**src/rtl/ctc_pkg.sv**
```systemverilog
`default_nettype none

package ctc_pkg;

  localparam int unsigned TickWidth = 10;
  localparam logic [TickWidth-1:0] TickReset = TickWidth'(50);

  localparam logic [3:0] KEY_DIGIT_MAX = 4'd9;
  localparam logic [3:0] KEY_COOK      = 4'd10;
  localparam logic [3:0] KEY_CANCEL    = 4'd11;
  localparam logic [3:0] KEY_NONE      = 4'd12;

  localparam logic [3:0] UNITS_MAX = 4'd9;
  localparam logic [2:0] TENS_MAX  = 3'd5;

  typedef enum logic [1:0] {
    MODE_OFF     = 2'd0,
    MODE_SETTING = 2'd1,
    MODE_RUNNING = 2'd2
  } mode_t;

  typedef struct packed {
    logic [3:0] min_tens;
    logic [3:0] min_units;
    logic [2:0] sec_tens;
    logic [3:0] sec_units;
  } bcd_clock_t;

  typedef struct packed {
    mode_t      mode;
    logic       power_on;
    bcd_clock_t clock;
  } ctc_result_t;

endpackage

`default_nettype wire

```
**src/rtl/cooking_timer_controller.sv**
```systemverilog
// an accepted input beat's result beat is on the output register in the next cycle
// throughput: one tick per cycle unless a stalled result holds in_stall; the mode/time update
//   is a single pass of logic between the state registers and the result register
// reset (rst, synchronous, active high): off mode, time 00:00, drive off,
//   prescaler and ticks_per_second at 50, no result pending
`default_nettype none

module cooking_timer_controller (
  input  logic       clk,
  input  logic       rst,
  // configuration write channel: ticks_per_second
  input  logic       cfg_valid,
  output logic       cfg_ready,
  input  logic [9:0] cfg_data,
  // tick channel
  input  logic       in_valid,
  output logic       in_stall,
  input  logic [3:0] key,
  input  logic       door_open,
  input  logic       weight_present,
  // result channel
  output logic       out_valid,
  input  logic       out_stall,
  output logic [1:0] mode,
  output logic       power_on,
  output logic [3:0] minute_tens,
  output logic [3:0] minute_units,
  output logic [2:0] second_tens,
  output logic [3:0] second_units
);

  logic [ctc_pkg::TickWidth-1:0] ticks_per_second;
  ctc_pkg::ctc_result_t          result_next;
  ctc_pkg::ctc_result_t          result;
  logic                          in_accept;

  // config register is always writable; a new rate is picked up at the next reload
  assign cfg_ready = 1'b1;

  always_ff @(posedge clk) begin
    if (rst) begin
      ticks_per_second <= ctc_pkg::TickReset;
    end else if (cfg_valid && cfg_ready) begin
      ticks_per_second <= cfg_data;
    end
  end

  // take a new tick whenever the result register is empty or is draining this cycle
  assign in_stall  = out_valid && out_stall;
  assign in_accept = in_valid && !in_stall;

  ctc_step u_step (
    .clk            (clk),
    .rst            (rst),
    .step_en        (in_accept),
    .key            (key),
    .door_open      (door_open),
    .weight_present (weight_present),
    .tps            (ticks_per_second),
    .result_next    (result_next)
  );

  // result register: valid bit under reset, payload loads on each accepted beat
  always_ff @(posedge clk) begin
    if (rst) begin
      out_valid <= 1'b0;
    end else if (in_accept) begin
      out_valid <= 1'b1;
    end else if (!out_stall) begin
      out_valid <= 1'b0;
    end
  end

  always_ff @(posedge clk) begin
    if (in_accept) begin
      result <= result_next;
    end
  end

  assign mode         = result.mode;
  assign power_on     = result.power_on;
  assign minute_tens  = result.clock.min_tens;
  assign minute_units = result.clock.min_units;
  assign second_tens  = result.clock.sec_tens;
  assign second_units = result.clock.sec_units;

  // nothing pending right after reset
  a_reset_empty: assert property (@(posedge clk) rst |=> !out_valid)
    else $error("result pending after reset");

  // every accepted tick leaves a result beat behind it
  a_accept_result: assert property (@(posedge clk) disable iff (rst)
    in_accept |=> out_valid)
    else $error("accepted tick produced no result");

  // drive is never on while setting the time
  a_no_drive_setting: assert property (@(posedge clk) disable iff (rst)
    (out_valid && power_on) |-> (mode != ctc_pkg::MODE_SETTING))
    else $error("drive on in setting mode");

  // seconds digits stay in bcd range
  a_seconds_range: assert property (@(posedge clk) disable iff (rst)
    out_valid |-> (second_tens <= ctc_pkg::TENS_MAX && second_units <= ctc_pkg::UNITS_MAX))
    else $error("seconds digit out of range");

endmodule

`default_nettype wire

```
**src/rtl/ctc_bcd_down.sv**
```systemverilog
`default_nettype none

module ctc_bcd_down (
  input  ctc_pkg::bcd_clock_t cur,
  output ctc_pkg::bcd_clock_t dec
);

  // mm:ss minus one second, borrow rippling up; all-zero stays zero
  always_comb begin
    dec = cur;
    if (cur.sec_units != 4'd0) begin
      dec.sec_units = cur.sec_units - 4'd1;
    end else if (cur.sec_tens != 3'd0) begin
      dec.sec_tens  = cur.sec_tens - 3'd1;
      dec.sec_units = ctc_pkg::UNITS_MAX;
    end else if (cur.min_units != 4'd0) begin
      dec.min_units = cur.min_units - 4'd1;
      dec.sec_tens  = ctc_pkg::TENS_MAX;
      dec.sec_units = ctc_pkg::UNITS_MAX;
    end else if (cur.min_tens != 4'd0) begin
      dec.min_tens  = cur.min_tens - 4'd1;
      dec.min_units = ctc_pkg::UNITS_MAX;
      dec.sec_tens  = ctc_pkg::TENS_MAX;
      dec.sec_units = ctc_pkg::UNITS_MAX;
    end
  end

endmodule

`default_nettype wire

```
**src/rtl/ctc_step.sv**
```systemverilog
`default_nettype none

module ctc_step (
  input  logic                                 clk,
  input  logic                                 rst,
  input  logic                                 step_en,
  input  logic [3:0]                           key,
  input  logic                                 door_open,
  input  logic                                 weight_present,
  input  logic [ctc_pkg::TickWidth-1:0]        tps,
  output ctc_pkg::ctc_result_t                 result_next
);

  ctc_pkg::mode_t      mode, mode_next;
  logic                entry_digit, entry_digit_next;
  logic [ctc_pkg::TickWidth-1:0] tick_count, tick_count_next;
  logic [ctc_pkg::TickWidth-1:0] tick_dec, reload;
  ctc_pkg::bcd_clock_t clock, clock_next, clock_dec;
  logic                drive, drive_next;
  logic [3:0]          key_n;
  logic                zero_time;

  ctc_bcd_down u_bcd_down (
    .cur (clock),
    .dec (clock_dec)
  );

  always_ff @(posedge clk) begin
    if (rst) begin
      mode        <= ctc_pkg::MODE_OFF;
      entry_digit <= 1'b0;
      tick_count  <= ctc_pkg::TickReset;
      clock       <= '0;
      drive       <= 1'b0;
    end else if (step_en) begin
      mode        <= mode_next;
      entry_digit <= entry_digit_next;
      tick_count  <= tick_count_next;
      clock       <= clock_next;
      drive       <= drive_next;
    end
  end

  always_comb begin
    key_n     = (key > ctc_pkg::KEY_NONE) ? ctc_pkg::KEY_NONE : key;
    zero_time = (clock == '0);
    tick_dec  = tick_count - ctc_pkg::TickWidth'(1);
    reload    = (tps == '0) ? ctc_pkg::TickWidth'(1) : tps;

    mode_next        = mode;
    entry_digit_next = entry_digit;
    tick_count_next  = tick_count;
    clock_next       = clock;
    drive_next       = drive;

    case (mode)
      ctc_pkg::MODE_RUNNING: begin
        if (key_n == ctc_pkg::KEY_CANCEL || door_open || !weight_present || zero_time) begin
          mode_next = ctc_pkg::MODE_OFF;
        end else begin
          drive_next = 1'b1;
          if (tick_dec == '0) begin
            clock_next      = clock_dec;
            tick_count_next = reload;
          end else begin
            tick_count_next = tick_dec;
          end
        end
      end
      ctc_pkg::MODE_SETTING: begin
        if (key_n == ctc_pkg::KEY_CANCEL) begin
          clock_next       = '0;
          entry_digit_next = 1'b0;
        end else if (key_n == ctc_pkg::KEY_COOK) begin
          if (!door_open && weight_present &&
              (clock.min_tens != 4'd0 || clock.min_units != 4'd0)) begin
            mode_next = ctc_pkg::MODE_RUNNING;
          end
        end else if (key_n <= ctc_pkg::KEY_DIGIT_MAX) begin
          if (!entry_digit) begin
            clock_next.min_tens = key_n;
          end else begin
            clock_next.min_units = key_n;
          end
          entry_digit_next = ~entry_digit;
        end
      end
      default: begin
        // off, and the unused code acting as off
        clock_next       = '0;
        tick_count_next  = reload;
        drive_next       = 1'b0;
        entry_digit_next = 1'b0;
        mode_next        = ctc_pkg::MODE_SETTING;
      end
    endcase

    result_next.mode     = mode_next;
    result_next.power_on = drive_next;
    result_next.clock    = clock_next;
  end

endmodule

`default_nettype wire

```
**config.mk**
```make
export PLATFORM = sky130hd
export DESIGN_NAME = cooking_timer_controller
export DESIGN_NICKNAME = d
export VERILOG_FILES = /design/src/rtl/ctc_pkg.sv /design/src/rtl/cooking_timer_controller.sv /design/src/rtl/ctc_bcd_down.sv /design/src/rtl/ctc_step.sv
export SDC_FILE = /design/constraint.sdc
export NUM_CORES = 1
export LEC_CHECK = 0
export BUFFER_PORTS_ARGS = -buffer_cell sky130_fd_sc_hd__buf_2
export CAP_MARGIN = 0
export CORE_ASPECT_RATIO = 1.75
export CORE_UTILIZATION = 61
export CTS_BUF_LIST = sky130_fd_sc_hd__clkbuf_8
export CTS_CLUSTER_DIAMETER = 50
export DETAILED_ROUTE_END_ITERATION = 8
export PLACE_DENSITY = 0.95
export SLEW_MARGIN = 30
export SYNTH_ARGS = -nofsm -noshare
export SYNTH_HDL_FRONTEND = slang
export SYNTH_SLANG_ARGS = --single-unit
```
**constraint.sdc**
```tcl
create_clock -name clk -period 6.3 [get_ports clk]
set_input_delay 0.63 -clock clk [delete_from_list [all_inputs] [get_ports clk]]
set_output_delay 0.63 -clock clk [all_outputs]
set_load 0.05 [all_outputs]
```
==> results.txt <==
The run finished with clean final reports. The cell-internal power is 608 uW. The compound-cell area share of the yosys netlist came out at 0.233.

The die is 59.7 um wide. The synthesized-area fraction occupied by xor and xnor cells came out at 0.00986. Setup repair after global routing left no endpoint under its margin.

The endpoint of the worst-slack reg-to-reg timing path is minute_tens[1]. The routed layout has approximately 3.5k vias. The largest fanout on the critical path is 25.

The count of nets left with antenna violations once routing finished came out at 0. The critical path goes through buf_2 -> nand2_1 -> nand2_1 -> clkinv_1 -> nor2_1 -> a21oi_1 -> o21ai_0 -> a22o_1. The worst setup path is captured at a flop.

The transition time at the pin with the least slew margin came out at 0.909 ns. The clock tree root driver cell is clkbuf_8. The mean cell area of the mapped netlist came out at 8.60 um^2.

The net switching power came out at 240 uW. In this run the tightest slew margin relative to its limit is 0.390. After detailed routing, the number of remaining DRC violations is 0. The fraction of power spent switching nets came out at 0.283. For the worst-skew pair, the clock arrives at the later sink with an insertion delay of 0.36 ns. Of the cells placed in the final design, the portion with a size suffix greater than 1 is 0.160. The required time at the endpoint of the critical path came out at ~6.6 ns. The slack of the worst reg-to-reg path is 3.36 ns. Post-CTS repair changed the size of 0 cells. The number of buffers on the longest clock path is 2. The final instance area came out at 3950 um^2. The smallest clock period supported by the final layout is computed as 2.95 ns. The cell depth of the worst min-delay path came out at 2. The wire length of the first global-routing pass came out at approximately 16 mm. The pre-antenna-repair detailed-routing pass consisted of 6 iterations.

The capture endpoint of the worst hold path is u_step.drive. The total die area came out at 6150 um^2. The final layout contains approximately 470 nets. The half-perimeter wire length after placement came out at slightly above 7 mm. In the synthesized netlist the dominant register cell turns out to be dfxtp_1.

In this run the power density over the cells is 215 nW/um^2. The detailed router's first-iteration violation count came out at 247. Counting cells, the worst reg-to-reg path comes to 8. dfxtp_1 takes more of the synthesized area than any other cell.

42 I/O pins were placed. The CTS tree is built. The count of inserted antenna diode cells is 0. The largest net degree at the start of global routing is 29.

The count of buffers from port buffering came out at 40. The per-cell via count in the routed design is 6.63. Measured against the total synthesized area, the mux share comes to 0.0514. The async set-reset flop share out of synthesis is 0. The number of distinct library cells after synthesis came out at a little over 70. STA puts the critical path data arrival time at ~3.3 ns. The simple-gate share of the synthesized area came out at 0.244. The fill cell total of the finished layout is 469. The worst register-to-register path begins at u_step.tick_count[0]. The number of buffers and inverters on the critical path is 2. The share of total power dissipated in the clock network is 0.379.

The sequential-to-total area share from yosys stat is 0.377. For this design the static power due to leakage is 0.00148 uW. On the critical path the largest part of the delay comes from simple AND/OR/NAND/NOR gates. The number of antenna violations at the first check in global routing is 0. During synthesis, Yosys emitted a total of 0 warnings. The maximum clock skew at final layout came out at 0.00679 ns. The TritonCTS buffer count is 9.

The maximum frequency from static timing analysis is 0.339 GHz. The via count of the first global-routing pass is between 3k and 4k. The die outline height came out at 103 um. After synthesis, the largest family of logic cells by area is simple AND/OR/NAND/NOR gates. Routability-driven placement finished with a final weighted congestion of 0.948. The slowest stage of the critical path belongs to the cell clkinv_1.

The max-slew violation count came to 0. By startpoint and endpoint, the worst setup path is classified as primary input to flop. The area occupied by multi-input gates is 2040 um^2. Of the post-synthesis cell area, the dominant cell type holds 0.225.

The number of standard cells after synthesis came out at 413. By count the netlist is led by dfxtp_1, nand2_1, nor2_1, o21ai_0, a21oi_1. Registers take 1340 um^2.

The launching element type of the critical path is a primary input. The clock drives 58 sinks. The core area is 5590 um^2. The flip-flop and latch count after synthesis is 58. The adder and majority cell fraction of the synthesized area came out at 0.0317. The count of endpoints failing setup in the final report is 0. Dividing the final minimum period by the clock period gives 0.468. Summing all placed instances gives a cell area of 3770 um^2. The number of hold-repair buffers added at the cts stage came out at 0. The worst-case IR drop observed on VDD is 0.187 mV.

Compared with the post-synthesis result, the final layout area differs by 11.0%. The number of enable flip-flop cells after synthesis is 18. In this run the most critical hold path is launched from u_step.drive.

Max-cap violations in this run came to 0. The number of placed instances with taps included came out at 509. Counting stages on the worst path, the most repeated cell is nand2_1.

The leftover overflow at the end of global routing came out at 0. Sorting the synthesized cells by area gives the leading types as dfxtp_1, edfxtp_1, mux2i_1. For this run, the slowest stage of the critical path takes 0.84 ns. The global router's overall resource usage is 0.361.

The sequential group share of total power came out at 0.485. The final routed wirelength across all metal layers is 10.1 mm. The floorplan has 36 rows. The number of standard cells in the final layout excluding fillers came out at 525. The clock-pin slew reported for the worst setup and hold paths after clock tree synthesis is 0.06 ns. The H-tree depth is 3.

The average routed wire per standard cell came out at 19.2 um. The count of endpoints failing hold in the final timing report is 0. The part of the power in combinational logic is 0.137. The worst hold-check path type is flop to flop. Yosys instantiated no cell more often than dfxtp_1.

The netlist area before placement came out at 3550 um^2. The accumulated negative setup slack came out at 0 ns. The effective utilization at floorplan came out at 0.636. Buffers added to address setup during post-CTS repair amount to 0.

The number of nets in the synthesized netlist came out at between 400 and 500.
[power by group through the flow]
stage / Combinational [uW] / Clock, uW / Sequential (uW)
3_3_place_gp: 110 / 0 / 418
6_report: 116 / 321 / 411
4_1_cts: 114 / 323 / 411
2_1_floorplan: 64.1 / 0 / 436
3_5_place_dp: 113 / 0 / 419
5_1_grt: 125 / 333 / 413
[flip-flops by register name, summed over array words and instances, names as in the netlist]
signal	cells
minute_tens	4
u_step.tick_count	10
u_step.clock	15
minute_units	4
u_step.mode	2
u_step.entry_digit	1
second_tens	3
second_units	4
mode	2
power_on	1
ticks_per_second	10
u_step.drive	1
out_valid	1
[cell families after synthesis]
family / count (synthesis)
other cells: 1
mux: 18
flops: 58
simple gates: 162
compound gates: 118
xor+xnor: 4
fa+ha+maj: 9
buf+inv: 43
[worst min-delay path, stage by stage (launching register included)]
cell and delay [ns]:
dfxtp_1 0.31, nand2_1 0.06, a21oi_1 0.05
[stage by stage]
step | power, uW | hold slack (ns) | setup slack (ns) | utilization
2_1_floorplan | 500 | 0.433 | 3.87 | -
3_3_place_gp | 528 | 0.444 | 3.20 | 0.673
3_5_place_dp | 532 | 0.462 | 3.07 | 0.674
4_1_cts | 848 | 0.472 | 3.39 | 0.706
5_1_grt | 870 | 0.505 | 3.08 | 0.706
6_report | 848 | 0.471 | 3.35 | 0.706
[how the worst max path moves through the flow]
stage,from,endpoint,slack (ns),depth (start not counted)
floorplan,u_step.tick_count[0],minute_tens[1],3.87,8
global placement,out_stall,u_step.clock[3],3.20,8
detailed placement,out_stall,u_step.clock[6],3.07,8
CTS,u_step.tick_count[0],minute_tens[1],3.39,8
global route,out_stall,u_step.clock[6],3.08,8
finish,out_stall,u_step.clock[6],3.35,8
[per-layer routing]
metal  GRT usage  routed length (um)  part of all wire
met5           0                   0                 0
met4       0.283                 670             0.066
met3      0.0715                 654             0.065
met2       0.613                5130              0.51
met1       0.377                3630              0.36
[layout by cell type (no fill, tap or decap), types with 9 or more instances in the layout]
cell type,netlist,routed
a21oi_1,21,21
a31oi_1,12,12
buf_2,2,40
clkbuf_8,0,9
dfxtp_1,40,40
edfxtp_1,18,18
ha_1,9,9
inv_1,20,24
mux2i_1,16,16
nand2_1,36,36
nand3_1,13,13
nand4_1,9,9
nor2_1,36,36
nor3_1,14,14
o21ai_0,22,21
[area by class of cell]
cell class | instances | area share
Inverter | 21 | 0.0200
Clock inverter | 7 | 0.0140
Multi-Input combinational cell | 312 | 0.516
Clock buffer | 9 | 0.0314
Timing Repair Buffer | 42 | 0.0546
Tap cell | 76 | 0.0241
Sequential cell | 58 | 0.340
Note: power is estimated with default switching activity, not from simulation.
